**config.mk**
```make
export PLATFORM = sky130hd
export DESIGN_NAME = cube_face_coordinates_top
export DESIGN_NICKNAME = d
export VERILOG_FILES = /design/src/sv/cfc_pkg.sv /design/src/sv/cfc_div.sv /design/src/sv/cfc_front.sv /design/src/sv/cfc_back.sv /design/src/sv/cube_face_coordinates_top.sv
export SDC_FILE = /design/constraint.sdc
export NUM_CORES = 2
export LEC_CHECK = 0
export BUFFER_PORTS_ARGS = -buffer_cell sky130_fd_sc_hd__buf_2
export CORE_MARGIN = 2
export CORE_UTILIZATION = 35
export DETAILED_ROUTE_END_ITERATION = 10
export GPL_TIMING_DRIVEN = 0
export SYNTH_ARGS = -nofsm -noshare
export SYNTH_HDL_FRONTEND = slang
export SYNTH_SLANG_ARGS = --single-unit
```
**constraint.sdc**
```tcl
create_clock -name clk -period 9.7 [get_ports clk]
set_input_delay 0.97 -clock clk [delete_from_list [all_inputs] [get_ports clk]]
set_output_delay 0.97 -clock clk [all_outputs]
set_load 0.01 [all_outputs]
```
**src/sv/cfc_pkg.sv**
```systemverilog
// Package for the cube face coordinate block: constants, face codes, stage types.
// No dependencies.
package cfc_pkg;
	localparam int VecW = 24;
	localparam int MagW = 24; // magnitude of a 24-bit value fits in 24 bits unsigned
	localparam int CoordW = 17;
	localparam int FaceW = 3;
	localparam int QuoW = 17; // quotient 0..MAX_COORD
	localparam logic [CoordW-1:0] MaxCoord = 17'd65536;
	localparam int ShW = 16; // log2(MaxCoord)

	typedef enum logic [FaceW-1:0] {
		FACE_RIGHT = 3'd0, FACE_LEFT = 3'd1, FACE_TOP = 3'd2,
		FACE_BOTTOM = 3'd3, FACE_FRONT = 3'd4, FACE_BACK = 3'd5
	} face_t;

	// Per-coordinate control going into the divider.
	typedef struct packed {
		logic          edge_val; // coordinate forced to edge
		logic          neg;      // result sign (edge sign or quotient sign)
		logic          center;   // coordinate is the centre
	} crd_ctl_t;
endpackage

```
**src/sv/cfc_div.sv**
```systemverilog
// Pipelined restoring divider: quotient = (num << 16) / den with num < den.
// Two quotient bits per stage, 8 stages. Uses cfc_pkg.
module cfc_div (
	input  logic                       clk,
	input  logic                       arst_n,
	input  logic                       in_valid,
	input  logic [cfc_pkg::MagW-1:0]   num,
	input  logic [cfc_pkg::MagW-1:0]   den,
	input  cfc_pkg::crd_ctl_t          ctl_in,
	output logic                       out_valid,
	output logic [cfc_pkg::ShW-1:0]    quo,
	output cfc_pkg::crd_ctl_t          ctl_out
);
	localparam int Steps = cfc_pkg::ShW / 2;
	localparam int RW = cfc_pkg::MagW + 1;

	logic [Steps:0]              v_s1;
	logic [RW-1:0]               rem_s1 [Steps+1];
	logic [cfc_pkg::MagW-1:0]    den_s1 [Steps+1];
	logic [cfc_pkg::ShW-1:0]     q_s1   [Steps+1];
	cfc_pkg::crd_ctl_t           ctl_s1 [Steps+1];

	always_comb begin
		v_s1[0] = in_valid;
		rem_s1[0] = {1'b0, num};
		den_s1[0] = den;
		q_s1[0] = '0;
		ctl_s1[0] = ctl_in;
	end

	for (genvar i = 0; i < Steps; i++) begin : g_st
		logic [RW-1:0] r1, r2, t1, t2;
		logic b1, b2;
		always_comb begin
			t1 = {rem_s1[i][RW-2:0], 1'b0};
			b1 = t1 >= {1'b0, den_s1[i]};
			r1 = b1 ? t1 - {1'b0, den_s1[i]} : t1;
			t2 = {r1[RW-2:0], 1'b0};
			b2 = t2 >= {1'b0, den_s1[i]};
			r2 = b2 ? t2 - {1'b0, den_s1[i]} : t2;
		end
		always_ff @(posedge clk or negedge arst_n) begin
			if (!arst_n) begin
				v_s1[i+1] <= 1'b0;
			end else begin
				v_s1[i+1] <= v_s1[i];
			end
		end
		always_ff @(posedge clk) begin
			rem_s1[i+1] <= r2;
			den_s1[i+1] <= den_s1[i];
			q_s1[i+1] <= {q_s1[i][cfc_pkg::ShW-3:0], b1, b2};
			ctl_s1[i+1] <= ctl_s1[i];
		end
	end

	assign out_valid = v_s1[Steps];
	assign quo = q_s1[Steps];
	assign ctl_out = ctl_s1[Steps];
endmodule

```
**src/sv/cfc_front.sv**
```systemverilog
// Front end: face choice, major/minor pick, edge tests; one register stage.
// Uses cfc_pkg.
module cfc_front (
	input  logic                      clk,
	input  logic                      arst_n,
	input  logic                      in_valid,
	input  logic                      action,
	input  logic [2:0]                face_in,
	input  logic signed [23:0]        vec_x,
	input  logic signed [23:0]        vec_y,
	input  logic signed [23:0]        vec_z,
	output logic                      out_valid,
	output logic [2:0]                face_s1,
	output logic [cfc_pkg::MagW-1:0]  num_s_s1,
	output logic [cfc_pkg::MagW-1:0]  num_t_s1,
	output logic [cfc_pkg::MagW-1:0]  den_s1,
	output cfc_pkg::crd_ctl_t         ctl_s_s1,
	output cfc_pkg::crd_ctl_t         ctl_t_s1
);
	logic [23:0] ax, ay, az, am, ms, mt;
	logic [2:0] face;
	logic signed [23:0] cs, ct;
	logic fs, ft, neg_a, a_zero, bad, behind, ctr;
	logic es, et;

	always_comb begin
		ax = vec_x[23] ? 24'(-vec_x) : vec_x;
		ay = vec_y[23] ? 24'(-vec_y) : vec_y;
		az = vec_z[23] ? 24'(-vec_z) : vec_z;
		face = face_in;
		if (!action) begin
			if (ax > ay && ax > az) begin
				face = (!vec_x[23] && vec_x != 0) ? cfc_pkg::FACE_RIGHT : cfc_pkg::FACE_LEFT;
			end else if (ay > az) begin
				face = (!vec_y[23] && vec_y != 0) ? cfc_pkg::FACE_TOP : cfc_pkg::FACE_BOTTOM;
			end else begin
				face = (!vec_z[23] && vec_z != 0) ? cfc_pkg::FACE_FRONT : cfc_pkg::FACE_BACK;
			end
		end
		bad = 1'b0;
		am = '0; neg_a = 1'b0; a_zero = 1'b1;
		cs = '0; ct = '0; fs = 1'b0; ft = 1'b0;
		// neg_a: a = -(component); a<0 means component sign matches negation
		case (face)
			cfc_pkg::FACE_RIGHT: begin
				am = ax; neg_a = vec_x[23]; a_zero = vec_x == 0;
				cs = vec_z; fs = 1'b1; ct = vec_y; ft = 1'b1;
			end
			cfc_pkg::FACE_LEFT: begin
				am = ax; neg_a = !vec_x[23] && vec_x != 0; a_zero = vec_x == 0;
				cs = vec_z; fs = 1'b0; ct = vec_y; ft = 1'b1;
			end
			cfc_pkg::FACE_TOP: begin
				am = ay; neg_a = vec_y[23]; a_zero = vec_y == 0;
				cs = vec_x; fs = 1'b0; ct = vec_z; ft = 1'b0;
			end
			cfc_pkg::FACE_BOTTOM: begin
				am = ay; neg_a = !vec_y[23] && vec_y != 0; a_zero = vec_y == 0;
				cs = vec_x; fs = 1'b0; ct = vec_z; ft = 1'b1;
			end
			cfc_pkg::FACE_FRONT: begin
				am = az; neg_a = vec_z[23]; a_zero = vec_z == 0;
				cs = vec_x; fs = 1'b0; ct = vec_y; ft = 1'b1;
			end
			cfc_pkg::FACE_BACK: begin
				am = az; neg_a = !vec_z[23] && vec_z != 0; a_zero = vec_z == 0;
				cs = vec_x; fs = 1'b1; ct = vec_y; ft = 1'b1;
			end
			default: bad = 1'b1;
		endcase
		ms = cs[23] ? 24'(-cs) : cs;
		mt = ct[23] ? 24'(-ct) : ct;
		ctr = bad || (!action && a_zero);
		behind = neg_a;
		es = behind || a_zero || am <= ms;
		et = behind || a_zero || am <= mt;
	end

	always_ff @(posedge clk or negedge arst_n) begin
		if (!arst_n) begin
			out_valid <= 1'b0;
		end else begin
			out_valid <= in_valid;
		end
	end

	always_ff @(posedge clk) begin
		face_s1 <= face;
		den_s1 <= am;
		num_s_s1 <= es ? '0 : ms;
		num_t_s1 <= et ? '0 : mt;
		// edge: sign is (c>0 ? + : -) then flip; quotient: sign of c then flip
		ctl_s_s1.center <= ctr;
		ctl_s_s1.edge_val <= es;
		ctl_s_s1.neg <= es ? ((cs[23] || cs == 0) ^ fs) : (cs[23] ^ fs);
		ctl_t_s1.center <= ctr;
		ctl_t_s1.edge_val <= et;
		ctl_t_s1.neg <= et ? ((ct[23] || ct == 0) ^ ft) : (ct[23] ^ ft);
	end
endmodule

```
**src/sv/cfc_back.sv**
```systemverilog
// Back end: signs the quotient, applies edge/centre cases and bias; one stage.
// Uses cfc_pkg.
module cfc_back (
	input  logic                      clk,
	input  logic                      arst_n,
	input  logic                      in_valid,
	input  logic [2:0]                face,
	input  logic [cfc_pkg::ShW-1:0]   quo_s,
	input  logic [cfc_pkg::ShW-1:0]   quo_t,
	input  cfc_pkg::crd_ctl_t         ctl_s,
	input  cfc_pkg::crd_ctl_t         ctl_t,
	output logic                      out_valid,
	output logic [2:0]                face_out,
	output logic [cfc_pkg::CoordW-1:0] s_coord,
	output logic [cfc_pkg::CoordW-1:0] t_coord
);
	function automatic logic [cfc_pkg::CoordW-1:0] fin(
		input logic [cfc_pkg::ShW-1:0] q, input cfc_pkg::crd_ctl_t c);
		logic [cfc_pkg::CoordW:0] m, r;
		m = c.edge_val ? {1'b0, cfc_pkg::MaxCoord} : {2'b0, q};
		r = c.neg ? {1'b0, cfc_pkg::MaxCoord} - m : {1'b0, cfc_pkg::MaxCoord} + m;
		if (c.center) begin
			r = {1'b0, cfc_pkg::MaxCoord};
		end
		return r[cfc_pkg::CoordW:1];
	endfunction

	always_ff @(posedge clk or negedge arst_n) begin
		if (!arst_n) begin
			out_valid <= 1'b0;
		end else begin
			out_valid <= in_valid;
		end
	end

	always_ff @(posedge clk) begin
		face_out <= face;
		s_coord <= fin(quo_s, ctl_s);
		t_coord <= fin(quo_t, ctl_t);
	end
endmodule

```
**src/sv/cube_face_coordinates_top.sv**
```systemverilog
// Cube face coordinates: takes one word per cycle on start and returns it on done.
// Front stage, 8-stage divider pair, output stage. busy is always low; the receiver
// cannot stall and results show on done for one cycle.
// Asynchronous reset clears all valid bits; no word is in flight after reset.
// Top level of the cube face coordinate block. Uses cfc_pkg, cfc_front,
// cfc_div and cfc_back.
module cube_face_coordinates_top (
	input  logic               clk,
	input  logic               arst_n,
	input  logic               start,
	output logic               busy,
	input  logic               action,
	input  logic [2:0]         face_in,
	input  logic signed [23:0] vec_x,
	input  logic signed [23:0] vec_y,
	input  logic signed [23:0] vec_z,
	output logic               done,
	output logic [2:0]         face_out,
	output logic [16:0]        s_coord,
	output logic [16:0]        t_coord
);
	localparam int Steps = cfc_pkg::ShW / 2;

	logic v1, vs, vt;
	logic [2:0] f1;
	logic [cfc_pkg::MagW-1:0] ns, nt, dn;
	cfc_pkg::crd_ctl_t cs1, ct1, cs2, ct2;
	logic [cfc_pkg::ShW-1:0] qs, qt;
	logic [2:0] face_s2 [Steps+1];

	assign busy = 1'b0;

	cfc_front u_front (
		.clk(clk), .arst_n(arst_n), .in_valid(start), .action(action),
		.face_in(face_in), .vec_x(vec_x), .vec_y(vec_y), .vec_z(vec_z),
		.out_valid(v1), .face_s1(f1), .num_s_s1(ns), .num_t_s1(nt),
		.den_s1(dn), .ctl_s_s1(cs1), .ctl_t_s1(ct1)
	);

	cfc_div u_div_s (
		.clk(clk), .arst_n(arst_n), .in_valid(v1), .num(ns), .den(dn),
		.ctl_in(cs1), .out_valid(vs), .quo(qs), .ctl_out(cs2)
	);

	cfc_div u_div_t (
		.clk(clk), .arst_n(arst_n), .in_valid(v1), .num(nt), .den(dn),
		.ctl_in(ct1), .out_valid(vt), .quo(qt), .ctl_out(ct2)
	);

	// face code rides alongside the divider
	assign face_s2[0] = f1;
	for (genvar i = 0; i < Steps; i++) begin : g_face
		always_ff @(posedge clk) begin
			face_s2[i+1] <= face_s2[i];
		end
	end

	cfc_back u_back (
		.clk(clk), .arst_n(arst_n), .in_valid(vs & vt), .face(face_s2[Steps]),
		.quo_s(qs), .quo_t(qt), .ctl_s(cs2), .ctl_t(ct2),
		.out_valid(done), .face_out(face_out), .s_coord(s_coord), .t_coord(t_coord)
	);
endmodule

```
==> impl_metrics.tcl <==
set metrics [dict create \
    arrival_ns 9.90 \
    critPathMaxStageDelay_ns 0.64 \
    syn_avg_cell_area_um2 8.33 \
    vias_per_cell 5.58 \
    rows 158 \
    fin_skew_ns 0.0925 \
    clk_root_buffer_cell "clkbuf_16" \
    synth_edf_count 0 \
    place_congestion 1.00 \
    grt_usage 0.224 \
    synth_cell_type_count 105 \
    num-fill-cells 19000 \
    yosysSeqAreaShare 0.257 \
    io_pins 118 \
    fin_crit_ns 9.32 \
    wl_um 223000 \
    crit_fanout 11 \
    dr.pass1.iters 6 \
    first_iter_violations 5128 \
    dpl.hpwl_um 184000 \
    layout_common_cells "ha_1 (869), dfxtp_1 (829), nor2_1 (674)" \
    portBuffers 96 \
    ys_ff_latch 839 \
    core_um2 186000 \
    placedInstanceArea_um2 69200 \
    vias 59400 \
    worst_path_max_delay_cell "buf_1" \
    synth_fp_nets 8834 \
    gr-usage-met1 0.293 \
    numCtsBuffers 91 \
    fp.dieW_um 437 \
    final_area_um2 72800 \
    maxSlewHeadroom 0.131 \
    cp-end-kind "flip-flop" \
    max-cap-violations 0 \
    critical_path_class "primary input to flip-flop" \
    die_h_um 437 \
    synthArstFlopShare 0.0119 \
    hold_violations 0 \
    cts_buffer_depth 3 \
    final-max-slew-violation-count 0 \
    grt_pass1_wl_um 335000 \
    fmax_mhz 107 \
    syn-cell-area_um2 65600 \
    top_usage_layer "met2" \
    start_util 0.353 \
    grt_pass1_vias 56700 \
    cts.sinks 839 \
    fin_crit_sh 0.961 \
    grt_max_degree 19 \
    antenna_found_initial 12 \
    ant_nets 0 \
    status "finished, final reports clean" \
    use_met3 0.0331 \
    startpoint "vec_y[23]" \
    setup.worst_path.start_class "primary input" \
    tns_ns 0 \
    r2r-start "u_div_t.den_s1[97]" \
    hold_class "primary input to asynchronous set/reset pin" \
    gr-usage-met2 0.370 \
    clk_pin_slew_worst_paths_ns 0.06 \
    yosys_most_used_dff "dfxtp_1" \
    drc 0 \
    setup_violations 0 \
    final_common_cell "ha_1" \
    cts_tree "done" \
    syn-instance-count 7870 \
    dieArea_um2 191000 \
    rsz0062_at_grt "false" \
    syn2layout_area_growth_pct 11.1 \
    layout-drive-gt1-share 0.0996 \
    clk_latency_ns 0.76 \
    htreeDepth 3 \
    nets 9038 \
    overflow 0 \
    yosysWarnings 0 \
    cts_hold_buf 0 \
    route.detailed.wl_per_inst_um 21.0 \
    tightest_slew_ns 1.30 \
    worstPathRequired_ns 10.28 \
]
-- per-stage QoR --
stage                     setup slack, ns  hold WS, ns   util  cells
after floorplan                      1.40        0.310      -   7870
after global placement              -1.33        0.310  0.372  10400
after detailed placement            -1.28        0.312  0.372  10400
after CTS                          0.0255       0.0215  0.390  10600
after global routing               0.0165       0.0451  0.392  10600
final                               0.378       0.0656  0.392  10600
-- synth_stat cells (72+ instances only) --
| cell type | n | area share |
|---|---|---|
| ha_1 | 869 | 0.17 |
| nand2b_1 | 125 | 0.012 |
| nor3_1 | 178 | 0.014 |
| o21ai_0 | 480 | 0.037 |
| a21oi_1 | 640 | 0.049 |
| nor2_1 | 674 | 0.039 |
| o31ai_1 | 75 | 0.0086 |
| xnor2_1 | 423 | 0.057 |
| nand4_1 | 130 | 0.012 |
| a21o_1 | 260 | 0.030 |
| nor2b_1 | 133 | 0.013 |
| xor2_1 | 233 | 0.031 |
| o21bai_1 | 80 | 0.0092 |
| clkbuf_1 | 154 | 0.0088 |
| nand3_1 | 164 | 0.013 |
| nand2_1 | 523 | 0.030 |
| o21a_1 | 95 | 0.011 |
| inv_1 | 465 | 0.027 |
| a21boi_0 | 72 | 0.0082 |
| mux2_2 | 376 | 0.065 |
| a31oi_1 | 78 | 0.0074 |
| dfxtp_1 | 829 | 0.25 |
-- cell families after synthesis --
family                   count (synthesis)  synth area share
AND/OR/NAND/NOR                       2244             0.166
flip-flops                             839             0.257
XOR/XNOR                               657            0.0879
multiplexers                           415            0.0705
buffers and inverters                  660            0.0383
adder cells (fa/ha/maj)                885             0.171
AO/OA/AOI/OAI                         2169             0.210
other                                    1         0.0000572
-- worst max-delay path: cells and delay by family --
kind	cells	cell delay [ns]
compound gates	19	3.49
buf+inv	7	2.29
simple gates	7	1.22
xor+xnor	3	1.03
fa+ha+maj	3	0.85
-- area by class of cell --
| class | instances | area [um2] | share of cell area |
|---|---|---|---|
| flip-flops and latches | 839 | 16800 | 0.231 |
| repair buffers | 112 | 601 | 0.00824 |
| clock inverters | 55 | 863 | 0.0119 |
| plain buffers | 192 | 797 | 0.0109 |
| well taps | 2480 | 3100 | 0.0426 |
| diodes | 4 | 10.0 | 0.000137 |
| clock buffers | 113 | 2450 | 0.0336 |
| inverters | 467 | 1750 | 0.0241 |
| multi-input cells | 6371 | 46400 | 0.637 |
-- path summary, 6_finish.rpt --
kind | endpoint | cells past startpoint | slack, ns
setup / recovery | u_front.ctl_t_s1[1] | 39 | 0.38
hold / removal | u_div_t.v_s1[5] | 1 | 0.07
setup reg to reg | u_div_t.g_st[5].t1[22] | 29 | 0.58
hold reg to reg | u_div_s.q_s1[42] | 0 | 0.27
max in group asynchronous | u_front.out_valid | 1 | 9.45
min in group clk | u_div_s.q_s1[42] | 0 | 0.27
-- per-layer routing --
layer,vias to the layer above,wire [um]
met1,28100,97200
met4,8,9670
met5,-,52
met3,474,14400
met2,2003,102000
li1,28800,-
-- sequential cells by signal (all words and copies together) (netlist names), 17 cells and up --
register	cells
u_front.den_s1	24
u_div_t.ctl_s1	17
face_s2	24
u_div_t.g_st.t1	168
u_back.t_coord	17
u_div_s.den_s1	48
u_front.num_s_s1	24
u_div_t.den_s1	120
u_div_s.ctl_s1	18
u_div_t.q_s1	56
u_back.s_coord	17
u_div_s.g_st.t1	168
u_div_s.q_s1	56
u_front.num_t_s1	24
-- what timing repair did --
action	4_1_cts	5_1_grt
pin swaps	0	8
cloned	0	0
buffers inserted	0	15
gates resized for setup	12	70
setup endpoints to repair	56	162
Power is not shown: default switching activity piles up to over one toggle a cycle in this logic, so the estimate is an artifact.
